$ cat src/rtl/core/led_color_frame_builder_crc8_top_macros.svh
// Assertion macros for the LED frame builder top level.
`ifndef LED_COLOR_FRAME_BUILDER_CRC8_TOP_MACROS_SVH
`define LED_COLOR_FRAME_BUILDER_CRC8_TOP_MACROS_SVH

// The consequent must hold in the same cycle as the antecedent.
`define LCFB_ASSERT_IMP(lbl, ante, cons, msg) \
  lbl: assert property (@(posedge clk) disable iff (rst) (ante) |-> (cons)) \
    else $error(msg);

// The consequent must hold in the cycle after the antecedent.
`define LCFB_ASSERT_NXT(lbl, ante, cons, msg) \
  lbl: assert property (@(posedge clk) disable iff (rst) (ante) |=> (cons)) \
    else $error(msg);

`endif

$ cat src/rtl/core/lcfb_pkg.sv
`default_nettype none

package lcfb_pkg;

  localparam int MAX_LEDS = 15;
  localparam int LED_W    = 4;
  localparam int BYTE_W   = 8;
  localparam int COLOR_W  = 3 * BYTE_W;

  localparam logic [BYTE_W-1:0] RGBF_PAD         = 8'hFF;
  localparam logic [BYTE_W-1:0] MIN_DIRECT_PROTO = 8'd4;
  localparam logic [BYTE_W-1:0] CRC_POLY         = 8'h07;

  typedef enum logic [1:0] {
    CFG_LED_TOTAL     = 2'd0,
    CFG_REVERSE_ORDER = 2'd1,
    CFG_DIRECT_SELECT = 2'd2,
    CFG_PROTO_VERSION = 2'd3
  } cfg_index_t;

  typedef struct packed {
    logic [LED_W-1:0]  led_total;
    logic              reverse_order;
    logic              direct_select;
    logic [BYTE_W-1:0] proto_version;
  } cfg_t;

  typedef struct packed {
    logic               we;
    logic [LED_W-1:0]   waddr;
    logic [COLOR_W-1:0] wdata;
    logic               re;
    logic [LED_W-1:0]   raddr;
  } ram_req_t;

  typedef struct packed {
    logic [BYTE_W-1:0] out_byte;
    logic              is_trailer;
    logic [BYTE_W-1:0] frame_crc;
    logic              refused;
    logic              last;
  } result_t;

  // CRC-8, polynomial 0x07, MSB first, one byte.
  function automatic logic [BYTE_W-1:0] crc8_byte(input logic [BYTE_W-1:0] crc,
                                                  input logic [BYTE_W-1:0] b);
    logic [BYTE_W-1:0] c;
    c = crc ^ b;
    for (int i = 0; i < BYTE_W; i++) begin
      if (c[BYTE_W-1]) begin
        c = {c[BYTE_W-2:0], 1'b0} ^ CRC_POLY;
      end else begin
        c = {c[BYTE_W-2:0], 1'b0};
      end
    end
    return c;
  endfunction

endpackage

`default_nettype wire

$ cat src/rtl/core/lcfb_color_ram.sv
`default_nettype none

module lcfb_color_ram (
  input  wire logic                        clk,
  input  wire lcfb_pkg::ram_req_t          req,
  output logic [lcfb_pkg::COLOR_W-1:0]     rdata
);
  import lcfb_pkg::*;

  logic [COLOR_W-1:0] mem [MAX_LEDS];

  always_ff @(posedge clk) begin
    if (req.we) begin
      mem[req.waddr] <= req.wdata;
    end
  end

  always_ff @(posedge clk) begin
    if (req.re) begin
      rdata <= mem[req.raddr];
    end
  end

endmodule

`default_nettype wire

$ cat src/rtl/core/lcfb_frame_seq.sv
`default_nettype none

module lcfb_frame_seq (
  input  wire logic                         clk,
  input  wire logic                         rst,
  input  wire lcfb_pkg::cfg_t               cfg,
  input  wire logic                         in_valid,
  output logic                              in_ready,
  input  wire logic [lcfb_pkg::COLOR_W-1:0] in_color,
  output lcfb_pkg::ram_req_t                ram_req,
  input  wire logic [lcfb_pkg::COLOR_W-1:0] ram_rdata,
  output logic                              out_valid,
  input  wire logic                         out_ready,
  output lcfb_pkg::result_t                 out_item
);
  import lcfb_pkg::*;

  typedef enum logic [2:0] {
    S_IDLE,
    S_FETCH,
    S_PRIME,
    S_HEAD,
    S_BYTES,
    S_TRAIL,
    S_REFUSE
  } state_t;

  state_t             state;
  logic [LED_W-1:0]   loaded_count;
  logic [BYTE_W-1:0]  crc_acc;
  logic [LED_W-1:0]   total_q;
  logic               rev_q;
  logic               direct_q;
  logic [LED_W-1:0]   rd_led;
  logic [LED_W-1:0]   emit_led;
  logic [1:0]         byte_sel;
  logic [COLOR_W-1:0] cur;

  logic [LED_W-1:0]   total_eff;
  logic [LED_W-1:0]   loaded_count_next;
  logic               accept;
  logic               complete;
  logic               refuse;
  logic               slot_free;
  logic               emitting;
  logic [BYTE_W-1:0]  color_byte;
  logic [BYTE_W-1:0]  emit_byte;
  logic [BYTE_W-1:0]  crc_next;
  logic [1:0]         last_sel;
  logic               led_done;
  logic               last_led;
  logic               more_to_read;

  always_comb begin
    if (cfg.led_total == '0) begin
      total_eff = LED_W'(1);
    end else if (cfg.led_total > LED_W'(MAX_LEDS)) begin
      total_eff = LED_W'(MAX_LEDS);
    end else begin
      total_eff = cfg.led_total;
    end
  end

  assign in_ready          = (state == S_IDLE);
  assign accept            = in_valid && in_ready;
  assign loaded_count_next = loaded_count + LED_W'(1);
  assign complete          = (loaded_count_next >= total_eff);
  assign refuse            = cfg.direct_select && (cfg.proto_version < MIN_DIRECT_PROTO);
  assign slot_free         = !out_valid || out_ready;
  // A new item enters the output register at this edge.
  assign emitting          = slot_free && ((state == S_HEAD) || (state == S_BYTES) ||
                                           (state == S_TRAIL) || (state == S_REFUSE));

  assign last_sel     = direct_q ? 2'd2 : 2'd3;
  assign led_done     = (byte_sel == last_sel);
  assign last_led     = (emit_led == total_q - LED_W'(1));
  assign more_to_read = (rd_led < total_q);

  always_comb begin
    case (byte_sel)
      2'd0:    color_byte = cur[23:16];
      2'd1:    color_byte = cur[15:8];
      2'd2:    color_byte = cur[7:0];
      default: color_byte = RGBF_PAD;
    endcase
  end

  assign emit_byte = (state == S_HEAD) ? BYTE_W'(total_q) : color_byte;
  assign crc_next  = crc8_byte(crc_acc, emit_byte);

  // The color memory is written only while loading and read only while a
  // frame goes out, so the two ports never touch the same entry at once.
  // One LED is read ahead of the one being sent.
  always_comb begin
    ram_req.we    = accept && (loaded_count < LED_W'(MAX_LEDS));
    ram_req.waddr = loaded_count;
    ram_req.wdata = in_color;
    ram_req.raddr = rev_q ? (total_q - LED_W'(1) - rd_led) : rd_led;
    case (state)
      S_FETCH: ram_req.re = 1'b1;
      S_PRIME: ram_req.re = more_to_read;
      S_BYTES: ram_req.re = slot_free && led_done && !last_led && more_to_read;
      default: ram_req.re = 1'b0;
    endcase
  end

  always_ff @(posedge clk) begin
    if (rst) begin
      state        <= S_IDLE;
      loaded_count <= '0;
      crc_acc      <= '0;
      out_valid    <= 1'b0;
    end else begin
      if (out_valid && out_ready && !emitting) begin
        out_valid <= 1'b0;
      end
      case (state)
        S_IDLE: begin
          if (accept) begin
            if (complete) begin
              loaded_count <= '0;
              crc_acc      <= '0;
              total_q      <= total_eff;
              rev_q        <= cfg.reverse_order;
              direct_q     <= cfg.direct_select;
              rd_led       <= '0;
              emit_led     <= '0;
              byte_sel     <= '0;
              state        <= refuse ? S_REFUSE : S_FETCH;
            end else begin
              loaded_count <= loaded_count_next;
            end
          end
        end
        S_FETCH: begin
          rd_led <= rd_led + LED_W'(1);
          state  <= S_PRIME;
        end
        S_PRIME: begin
          cur <= ram_rdata;
          if (more_to_read) begin
            rd_led <= rd_led + LED_W'(1);
          end
          state <= direct_q ? S_HEAD : S_BYTES;
        end
        S_HEAD: begin
          if (slot_free) begin
            out_valid <= 1'b1;
            out_item  <= '{out_byte: emit_byte, is_trailer: 1'b0, frame_crc: '0,
                           refused: 1'b0, last: 1'b0};
            crc_acc   <= crc_next;
            state     <= S_BYTES;
          end
        end
        S_BYTES: begin
          if (slot_free) begin
            out_valid <= 1'b1;
            crc_acc   <= crc_next;
            // In buffered mode the pad byte of the final LED closes the frame
            // and carries the checksum over everything sent.
            out_item  <= '{out_byte: emit_byte, is_trailer: 1'b0,
                           frame_crc: (led_done && last_led && !direct_q) ? crc_next : '0,
                           refused: 1'b0,
                           last: led_done && last_led && !direct_q};
            if (led_done) begin
              byte_sel <= '0;
              if (last_led) begin
                state <= direct_q ? S_TRAIL : S_IDLE;
              end else begin
                emit_led <= emit_led + LED_W'(1);
                cur      <= ram_rdata;
                if (more_to_read) begin
                  rd_led <= rd_led + LED_W'(1);
                end
              end
            end else begin
              byte_sel <= byte_sel + 2'd1;
            end
          end
        end
        S_TRAIL: begin
          if (slot_free) begin
            out_valid <= 1'b1;
            out_item  <= '{out_byte: crc_acc, is_trailer: 1'b1, frame_crc: crc_acc,
                           refused: 1'b0, last: 1'b1};
            state     <= S_IDLE;
          end
        end
        S_REFUSE: begin
          if (slot_free) begin
            out_valid <= 1'b1;
            out_item  <= '{out_byte: '0, is_trailer: 1'b0, frame_crc: '0,
                           refused: 1'b1, last: 1'b1};
            state     <= S_IDLE;
          end
        end
        default: begin
          state <= S_IDLE;
        end
      endcase
    end
  end

endmodule

`default_nettype wire

$ cat src/rtl/core/led_color_frame_builder_crc8_top.sv
// LED frame builder with CRC-8. Each input item is one RGB color and is
// taken into a 15-entry color memory; items that do not complete the frame
// give no output. The item that completes the configured LED count starts
// the frame: after the FETCH and PRIME states prime the memory read, one
// byte leaves per cycle while the sink is ready, so a frame of N LEDs takes
// 4*N bytes in buffered mode (R,G,B,0xFF, checksum on the last byte) and
// 3*N+2 bytes in direct mode (count, R,G,B per LED, CRC trailer); the single
// byte-wide output sets that pace. A refused direct frame gives one flagged
// item. No new color is taken until the last byte of the frame sits in the
// output register.
`default_nettype none

`include "led_color_frame_builder_crc8_top_macros.svh"

module led_color_frame_builder_crc8_top (
  input  wire logic        clk,
  input  wire logic        rst,
  input  wire logic        s_tvalid,
  output logic             s_tready,
  input  wire logic [23:0] s_tdata,   // red[7:0], green[15:8], blue[23:16]
  output logic             m_tvalid,
  input  wire logic        m_tready,
  output logic [15:0]      m_tdata,   // out_byte[7:0], frame_crc[15:8]
  output logic [1:0]       m_tuser,   // is_trailer[0], refused[1]
  output logic             m_tlast,
  input  wire logic        cfg_wen,
  input  wire logic [1:0]  cfg_index,
  input  wire logic [7:0]  cfg_wdata
);
  import lcfb_pkg::*;

  cfg_t               cfg;
  ram_req_t           ram_req;
  logic [COLOR_W-1:0] ram_rdata;
  logic [COLOR_W-1:0] in_color;
  result_t            out_item;

  always_ff @(posedge clk) begin
    if (rst) begin
      cfg.led_total     <= LED_W'(12);
      cfg.reverse_order <= 1'b0;
      cfg.direct_select <= 1'b0;
      cfg.proto_version <= '0;
    end else if (cfg_wen) begin
      case (cfg_index)
        CFG_LED_TOTAL:     cfg.led_total     <= cfg_wdata[LED_W-1:0];
        CFG_REVERSE_ORDER: cfg.reverse_order <= cfg_wdata[0];
        CFG_DIRECT_SELECT: cfg.direct_select <= cfg_wdata[0];
        CFG_PROTO_VERSION: cfg.proto_version <= cfg_wdata;
        default: begin
        end
      endcase
    end
  end

  // Red is kept in the top byte so the memory word reads out in send order.
  assign in_color = {s_tdata[7:0], s_tdata[15:8], s_tdata[23:16]};

  lcfb_color_ram u_ram (
    .clk   (clk),
    .req   (ram_req),
    .rdata (ram_rdata)
  );

  lcfb_frame_seq u_seq (
    .clk       (clk),
    .rst       (rst),
    .cfg       (cfg),
    .in_valid  (s_tvalid),
    .in_ready  (s_tready),
    .in_color  (in_color),
    .ram_req   (ram_req),
    .ram_rdata (ram_rdata),
    .out_valid (m_tvalid),
    .out_ready (m_tready),
    .out_item  (out_item)
  );

  assign m_tdata = {out_item.frame_crc, out_item.out_byte};
  assign m_tuser = {out_item.refused, out_item.is_trailer};
  assign m_tlast = out_item.last;

  `LCFB_ASSERT_IMP(a_refused_alone, m_tvalid && m_tuser[1],
                   m_tlast && !m_tuser[0] && (m_tdata == '0),
                   "refused item must be a lone last item with no data")
  `LCFB_ASSERT_IMP(a_trailer_last, m_tvalid && m_tuser[0],
                   m_tlast && (m_tdata[7:0] == m_tdata[15:8]),
                   "trailer must close the frame and carry the checksum")
  `LCFB_ASSERT_IMP(a_crc_only_last, m_tvalid && !m_tlast,
                   (m_tdata[15:8] == '0) && (m_tuser == '0),
                   "checksum or flags seen before the end of a frame")
  `LCFB_ASSERT_NXT(a_out_hold, m_tvalid && !m_tready,
                   m_tvalid && $stable(m_tdata) && $stable(m_tuser) && $stable(m_tlast),
                   "output item changed while waiting for the sink")

endmodule

`default_nettype wire
$ cat config.mk
export PLATFORM = sky130hd
export DESIGN_NAME = led_color_frame_builder_crc8_top
export DESIGN_NICKNAME = d
export VERILOG_FILES = /design/src/rtl/core/lcfb_pkg.sv /design/src/rtl/core/lcfb_color_ram.sv /design/src/rtl/core/lcfb_frame_seq.sv /design/src/rtl/core/led_color_frame_builder_crc8_top.sv
export VERILOG_INCLUDE_DIRS = /design/src /design/src/rtl/core
export SDC_FILE = /design/constraint.sdc
export NUM_CORES = 1
export LEC_CHECK = 0
export ABC_AREA = 1
export BUFFER_PORTS_ARGS = -buffer_cell sky130_fd_sc_hd__buf_2
export CORE_ASPECT_RATIO = 1.4
export CORE_MARGIN = 1.5
export CORE_UTILIZATION = 60
export DETAILED_ROUTE_END_ITERATION = 8
export PLACE_DENSITY = 0.77
export SYNTH_ARGS = -nofsm -noshare
export SYNTH_HDL_FRONTEND = slang
export SYNTH_SLANG_ARGS = --single-unit
export TNS_END_PERCENT = 20
$ cat constraint.sdc
create_clock -name clk -period 4.4 [get_ports clk]
set_input_delay 0.88 -clock clk [delete_from_list [all_inputs] [get_ports clk]]
set_output_delay 0.88 -clock clk [all_outputs]
set_load 0.01 [all_outputs]
Yosys cells after proc, flatten, opt, wreduce, memory -nomap -nowiden:

Memories as Yosys holds them, arrays and structs flattened. A register that Yosys moved wholly into a read port is not among the register bits.
Index checks and enable logic that the tools add are counted.

* add/sub/neg operators: 6
* multiply operators: 0
* div/mod/pow operators: 0
* $lt $le $gt $ge: 5
* equality and inequality tests: 24
* shift-type cells: 0
* multiplexer cells: 62
* bitwise gates (word level): 10
* reduce and logical (&&, ||, !) cells: 44

Operators with widths (number)
* $mux 19: 4
* $pmux 19 s4: 1
* $mux 24: 3
* $mux 3: 18
* $mux 4: 13
* $pmux 24 s2: 1
* $mux 8: 5
* $not 3->3: 8
* $pmux 8 s3: 1
* $reduce_and 7->1: 3
* $pmux 3 s6: 1
* $ne 2x1->1 const B: 8
* $pmux 4 s4: 1
* $pmux 8 s2: 1
* $add 4x1->4 const B: 3
* $logic_and 1x1->1: 11
* $reduce_and 2->1: 5
* $reduce_and 5->1: 2
* $eq 3x3->1 const B: 3
* $lt 8x3->1 const B: 1
* $mux 2: 4
* $pmux 4 s2: 1
* $reduce_and 4->1: 2
* $reduce_bool 4->1: 2
* 28 further kinds: 49

* register bits: 89
* latch bits: 0
* bits in writable memories: 360
* bits in read-only memories: 0
* input bits: 39
* output and inout bits: 21
* logic and storage cells: 172
* memories: 1

Memory list
* u_ram.mem: depth 15, width 24, rd ports 1, clocked after Yosys merged registers in 1, wr ports 1, line lcfb_color_ram.sv:10 `logic [COLOR_W-1:0] mem [MAX_LEDS];`

Depth between registers and ports, before layout:

Gate-level depths: netlist of run 1.

* depth in word-level cells: 23
* mapped depth: 17
* gate-level depth less buffers: 16

By module:

Synthesis of run 1 repeated with hierarchy kept, for this count alone.

* cell total of the unflattened synthesis: 2004
* area total of the unflattened synthesis: 20792.4 µm²

Modules (own cells, without submodules)
* lcfb_color_ram: times used 1, cells each 1418, area an instance 15849.0 µm², sequential area each 11531.1 µm²
* lcfb_frame_seq: times used 1, cells each 495, area an instance 4329.2 µm², sequential area each 2092.0 µm²
* led_color_frame_builder_crc8_top: times used 1, cells each 91, area an instance 614.3 µm², sequential area each 280.3 µm²

Worst setup path after synthesis of run 1:

OpenSTA, ideal clock, no wires.

* path type: reg2reg
* start: reg u_seq.total_q[0]
* end: reg u_ram.rdata[0] (netlist name), read port of u_ram.mem, enable pin
* library setup time: 442 ps
* data arrival time: 3186 ps
* data required time: 3958 ps
* slack: 772 ps
* cell stages (with the launch flop): 9
* path buffers: 0
* period minus slack after synthesis: 3628 ps
* cells stage by stage: edfxtp_1 -> inv_1 -> ha_1 -> xor2_1 -> xor2_1 -> nor3_1 -> nand2_1 -> a21oi_1 -> o31ai_1

RTL lines
* start, declared: line lcfb_frame_seq.sv:31 `logic [LED_W-1:0] total_q;`
* start signal, assigned: line lcfb_frame_seq.sv:123 `total_q <= total_eff;`
* end, declared: line lcfb_color_ram.sv:6 `output logic [lcfb_pkg::COLOR_W-1:0] rdata`

Worst setup path after layout of run 1:

* start: reg u_seq.total_q[0]
* end: reg u_ram.rdata[2] (netlist name), read port of u_ram.mem (data pin)

* word-level cells in the longest chain between the ends: 6
* elaborated cells between the ends (all ways): 9
* those cells by class: add/sub (2); order compare (1); eq/ne (1); mux (2); reduce/logical (3)

RTL lines
* $sub 4x1->4: line lcfb_frame_seq.sv:76, lcfb_frame_seq.sv:98
* $eq 4x4->1: line lcfb_frame_seq.sv:76 `assign last_led = (emit_led == total_q - LED_W'(1));`
* $logic_not 1->1: line lcfb_frame_seq.sv:102 `S_BYTES: ram_req.re = slot_free && led_done && !last_led && more_to_read;`
* $logic_and 1x1->1 (2 in series): line lcfb_frame_seq.sv:102
* $pmux 1 s3: line lcfb_frame_seq.sv:99 `case (state)`

Several ways; a longest one is shown, not always the timed one.
A chain may end at the register's enable or synchronous reset.

==> impl_metrics.csv, run 1 <==
group,metric,value,unit
status,status,"completed",
sta,slew_viol_final,0,
clock_network,clock_latency,0.55,ns
worst_setup_path,path_max_fanout,114,
synthesis,synth_enable_flop_cells,443,
layout,drive_gt1_share,14.3,%
floorplan,die_w,156,um
layout,final_common_cell,"edfxtp_1",
synthesis,syn_area_per_cell,12.4,um2
floorplan,core_region_area,32300,um2
layout,fillerInstances,2211,
layout,diodes,0,
power,ir_worst_vdd,0.000387,V
min_path,hold_path.class,"reg2reg",
floorplan,dieArea,33700,um2
synthesis,synthesis.area,19600,um2
worst_setup_path,crit_buf_inv,2,
layout,fin_area,21800,um2
power,p_clk_share,28.6,%
sta,tightest_slew,1.22,ns
clock_network,cts_setup_buffers,0,
grt,overflow,0,
placed_design,detailed_place.area,20400,um2
floorplan,io_pins,60,
worst_setup_path,slowest_stage,"buf_4",
synthesis,synthesis.nets,1644,
drt,drcViolationCount,0,
sta,post-route-period-util,83.1,%
drt,postRouteAntennaNets,0,
layout,finalNetCount,1692,
sta,relSlewSlack,19.0,%
power,switching_share,32.5,%
drt,drtIter0Drc,1372,
sta,fin_ws,0.743,ns
drt,num_vias,12629,
synthesis,synth.top_cell.area_share,68.0,%
layout,final_cell_count_no_fill,2102,
clock_network,clk_pin_slew,0.07,ns
drt,firstDrtPassIters,6,
drt,viasPerCell,6.01,
synthesis,async_reset_ff_share,0,%
clock_network,cts.htree.levels,2,
drt,wire_per_inst,21.1,um
synthesis,ys_warn_count,0,
clock_network,clockBufferDepth,3,
sta,rsz0062_at_grt,"no",
floorplan,placementRows,78,
worst_setup_path,arrival,4.04,ns
sta,clock.fmax,273,MHz
synthesis,synth_top_area_cell,"edfxtp_1",
worst_setup_path,path_cells,"inv_1, ha_1, fa_1, nand2_1, o21ai_4, buf_4, o21ai_0, o22ai_1, mux2_2, nor2_1, a21oi_1",
floorplan,initial_core_util,60.6,%
grt,grt_pass1_wl,68600,um
clock_network,cts_sinks,471,
grt,track_usage,26.9,%
grt,antenna_found_initial,3,
power,intPower,8900,uW
synthesis,synthTopCellsByArea,"edfxtp_1 (68%), o21ai_0 (4.9%), nand2_1 (4.3%), nor2_1 (3.8%), dfxtp_1 (2.9%)",
synthesis,synth_seq_cells,471,
layout,layout_common_cells,"edfxtp_1 (443), nand2_1 (222), o21ai_0 (193)",
power,pwr-share-seq,43.8,%
power,combPwrFrac,27.7,%
sta,hold_viol,0,
layout,syn2layout_area_growth,11.3,%
clock_network,post_cts_resized,0,
clock_network,cts_tree,"done",
power,switchingPower,4280,uW
synthesis,synth-main-ff-cell,"edfxtp_1",
placed_design,dp_slack,0.873,ns
clock_network,cts_buffers,43,
sta,finalSetupViolCount,0,
worst_setup_path,critPathLaunchType,"flip-flop",
sta,tns,0,ns
placed_design,port_buffers,59,
worst_setup_path,worstSetupPathType,"reg2reg",
placed_design,place.gp.congestion,0.933,
worst_setup_path,slowest_delay,0.92,ns
grt,grt_pass1_vias,12417,
power,p_leak,0.00760,uW
clock_network,cts_hold_buffers,0,
placed_design,dp_hpwl,23400,um
worst_setup_path,worstPathRequired,4.78,ns
floorplan,dieHeight,217,um
synthesis,ys_seq_area_share,70.9,%
worst_setup_path,critPathCaptureType,"flip-flop",
run,maxCapViolCount,0,
grt,grt_max_degree,169,
sta,final.min_clock_period,3.66,ns
placed_design,dp.cells,2025,
layout,finish.utilization,67.4,%
worst_setup_path,critPathTopFamily,"buffers and inverters",
synthesis,netlist_instances,1582,
power,p_per_area,605,nW/um2
synthesis,synth_cell_type_count,50,
clock_network,root_buffer,"clkbuf_16",
drt,routed_wl,44400,um
sta,clock_skew,0.0137,ns
[synth_stat cells (all sizes together) (2+ instances only)]
cell type    n
a211oi       2
a21oi       46
a31oi        3
buf         40
clkbuf      40
dfxtp       28
edfxtp     443
ha          22
inv         82
mux2        30
nand2      233
nand3       53
nand4        5
nor2       202
nor3        14
nor4         4
o211ai       5
o21a        18
o21ai      210
o22ai       72
xnor2        6
xor2        14
[kinds of logic (layout without fill, tap and decap cells)]
kind of cell | Yosys count | count (layout) | synth area share (%)
AOI/OAI and AO/OA | 362 | 362 | 10.3
adders and majority gates | 23 | 23 | 1.51
muxes | 30 | 30 | 1.73
xor gates and xnor gates | 20 | 20 | 1.05
and+or+nand+nor | 513 | 513 | 11.0
DFF | 471 | 471 | 70.9
buffers and inverters | 163 | 243 | 3.58
[metal layers]
layer	vias to the layer above	global-route usage [%]	routed length (um)
li1	5764	-	-
met1	6147	32.9	16300
met2	594	47.4	23000
met3	118	3.92	3240
met4	6	12.2	1690
met5	-	0	35
[power by group through the flow]
stage	sequential [uW]	clock [uW]	combinational [uW]
finish	5770	3760	3650
floorplan	5780	0	2600
CTS	5760	3790	3630
global placement	5850	0	3470
global route	5800	3960	4040
detailed placement	5860	0	3590
[state kept, by name (all words and copies together) (netlist names)]
signal,flops
u_ram.rdata,24
u_seq.rd_led,4
cfg,12
u_seq.crc_acc,8
u_seq.state,3
u_seq.cur,24
u_seq.out_valid,1
u_seq.emit_led,4
u_seq.rev_q,1
u_seq.direct_q,1
u_seq.out_item,19
u_seq.loaded_count,4
u_seq.total_q,4
u_seq.byte_sel,2
u_ram.mem,360
[final timing paths]
| check | from | endpoint | slack, ns | cells past startpoint |
|---|---|---|---|---|
| worst min-delay path | u_ram.rdata[15] | u_seq.cur[15] | 0.44 | 0 |
| worst max register to register | u_seq.total_q[0] | u_ram.rdata[2] | 0.74 | 11 |
| worst min register to register | u_ram.rdata[15] | u_seq.cur[15] | 0.44 | 0 |
| worst max-delay path | u_seq.total_q[0] | u_ram.rdata[2] | 0.74 | 11 |
[area by class of cell]
type | instances | area [um2] | share of cell area (%)
Tap cell | 440 | 551 | 2.53
Clock buffer | 50 | 1100 | 5.06
Timing Repair Buffer | 83 | 538 | 2.47
Sequential cell | 471 | 13900 | 63.7
Multi-Input combinational cell | 948 | 5100 | 23.4
Clock inverter | 27 | 299 | 1.37
Inverter | 83 | 315 | 1.45
[through the flow]
stage,power [uW],hold WS (ns)
floorplan,8380,0.400
global placement,9320,0.408
detailed placement,9450,0.409
CTS,13200,0.436
global route,13800,0.442
finish,13200,0.437
No activity file was read; power rests on OpenSTA's default activity.
==> run 2, diff against run 1 <==
==> constraint.sdc (replaced) <==
create_clock -name clk -period 3.5 [get_ports clk]
set_input_delay 0.7 -clock clk [delete_from_list [all_inputs] [get_ports clk]]
set_output_delay 0.7 -clock clk [all_outputs]
set_load 0.01 [all_outputs]
==> run 2 against run 1 <==
Net effect: sequential share of layout area rose by 0.095 points; die area unchanged; largest power group unchanged; sequential power is 25% higher; via count fell by 0.25%; critical path type unchanged; non-clock buffer count increased by 7; clock-buffer cell count up 8; worst hold slack worse by 0.027 ns; core utilization down 0.10 points.
==> impl_metrics.csv, run 2 (same netlist as run 1, synthesis figures left out) <==
group,metric,value,unit
status,status,"completed",
worst_setup_path,worstPathRequired,3.78,ns
worst_setup_path,slowest_delay,0.45,ns
layout,finalNetCount,1699,
drt,firstDrtPassIters,5,
sta,final.min_clock_period,3.12,ns
worst_setup_path,slowest_stage,"edfxtp_1",
power,p_per_area,745,nW/um2
layout,reg.largest.list,"u_ram.mem (360), u_ram.rdata (24), u_seq.cur (24)",
placed_design,dp_hpwl,24000,um
clock_network,cts_tree,"done",
grt,grt_max_degree,169,
drt,routed_wl,43600,um
worst_setup_path,worstSetupPathType,"reg2reg",
clock_network,cts_sinks,471,
clock_network,clk_pin_slew,0.06,ns
layout,fin_area,21700,um2
floorplan,initial_core_util,60.6,%
sta,clock_skew,0.0124,ns
grt,grt_use_met3,4.50,%
worst_setup_path,crit_start,"u_seq.total_q[0]",
grt,grt_pass1_vias,12512,
worst_setup_path,r2r-start,"u_seq.total_q[0]",
worst_setup_path,arrival,3.40,ns
floorplan,placementRows,78,
layout,finish.utilization,67.3,%
floorplan,io_pins,60,
floorplan,die_w,156,um
layout,regMostFlops,"u_ram.mem",
worst_setup_path,critPathTopFamily,"compound AO/OA/AOI/OAI gates",
clock_network,cts_buffers,43,
drt,wire_per_inst,20.7,um
sta,fin_ws,0.380,ns
grt,met2_usage,47.2,%
worst_setup_path,path_cells,"inv_1, ha_1, xor2_1, ha_1, nand2_1, nor2_1, a211oi_1, a21oi_1, o21ai_1, xor2_4, buf_12, o21ai_1",
clock_network,clock_latency,0.54,ns
worst_setup_path,reg2regPathDepth,12,
layout,largest_reg_flops,360,
placed_design,detailed_place.area,20500,um2
clock_network,cts_hold_buffers,0,
sta,hold_viol,0,
sta,tightest_slew,0.909,ns
placed_design,port_buffers,59,
layout,syn2layout_area_growth,11.1,%
grt,antenna_found_initial,2,
worst_setup_path,cp.depth,12,
drt,postRouteAntennaNets,0,
clock_network,clockBufferDepth,3,
power,p_leak,0.00758,uW
worst_setup_path,critPathLaunchType,"flip-flop",
sta,slew_viol_final,0,
sta,post-route-period-util,89.1,%
drt,drcViolationCount,0,
min_path,hold_depth,3,
clock_network,root_buffer,"clkbuf_16",
grt,use_met1,31.0,%
sta,relSlewSlack,38.9,%
layout,final_common_cell,"edfxtp_1",
worst_setup_path,path_max_fanout,38,
clock_network,cts.htree.levels,2,
sta,finalSetupViolCount,0,
grt,track_usage,26.4,%
layout,fillerInstances,2264,
sta,clock.fmax,321,MHz
layout,drive_gt1_share,13.9,%
worst_setup_path,critPathCaptureType,"flip-flop",
power,ir_worst_vdd,0.000452,V
clock_network,cts_setup_buffers,0,
sta,rsz0062_at_grt,"no",
worst_setup_path,crit_buf_inv,2,
grt,overflow,0,
layout,layout_common_cells,"edfxtp_1 (443), nand2_1 (222), o21ai_0 (193)",
grt,grt_pass1_wl,67300,um
drt,viasPerCell,5.97,
sta,tns,0,ns
grt,grt.busiest_layer,"met2",
floorplan,dieHeight,217,um
placed_design,dp_slack,0.418,ns
run,maxCapViolCount,0,
floorplan,core_region_area,32300,um2
floorplan,dieArea,33700,um2
min_path,hold_start,"cfg_wdata[2]",
drt,drtIter0Drc,1146,
min_path,hold_path.class,"in2reg",
placed_design,place.gp.congestion,0.877,
clock_network,post_cts_resized,0,
sta,timing.hold.ws,0.411,ns
drt,num_vias,12597,
run 2: cell types whose count changed in the layout (fill, tap and decap cells not counted):
cell	delta
clkbuf_1	+8
buf_4	+6
nor2_2	-6
nor2_4	+6
bufinv_16	-4
clkinv_2	-4
clkinvlp_4	-4
clkinv_1	+2
diode_2	+2
buf_12	+1
run 2: worst min-delay path, stage by stage:
cell,delay [ns]
buf_2,0.09
nand2_1,0.05
o211ai_1,0.07
run 2: through the flow:
step                      std cells  total power [uW]
final                          2109             16200
after global routing           2108             17000
after detailed placement       2032             11900
after CTS                      2107             16200
after floorplan                1582             10500
after global placement         2032             11800
run 2: cell type report:
class                      instances  area, um2  area share (%)
sequential                       471      13900            63.8
multi-input combinational        948       5130            23.6
clock buffer                      58       1130            5.21
timing repair buffer              90        603            2.77
tap                              440        551            2.53
inverter                          83        315            1.45
clock inverter                    17        136           0.627
antenna                            2       5.00          0.0230
run 2: power by group:
part | leakage (uW) | internal [uW] | total (uW) | switching [uW]
sequential | 0.00424 | 6960 | 7220 | 261
combinational | 0.00274 | 1550 | 4650 | 3110
clock | 0.000605 | 2410 | 4320 | 1910
run 2: path summary, 6_finish.rpt:
check	to	slack, ns
hold / removal	cfg[12]	0.41
hold reg to reg	u_seq.cur[16]	0.42
setup / recovery	u_ram.rdata[0]	0.38
setup reg to reg	u_ram.rdata[0]	0.38
run 2: routing by layer:
metal  vias to the layer above  wire, um
met1                      6108     16000
met5                         -         0
met3                       135      3090
li1                       5791         -
met4                         0      1790
met2                       563     22800
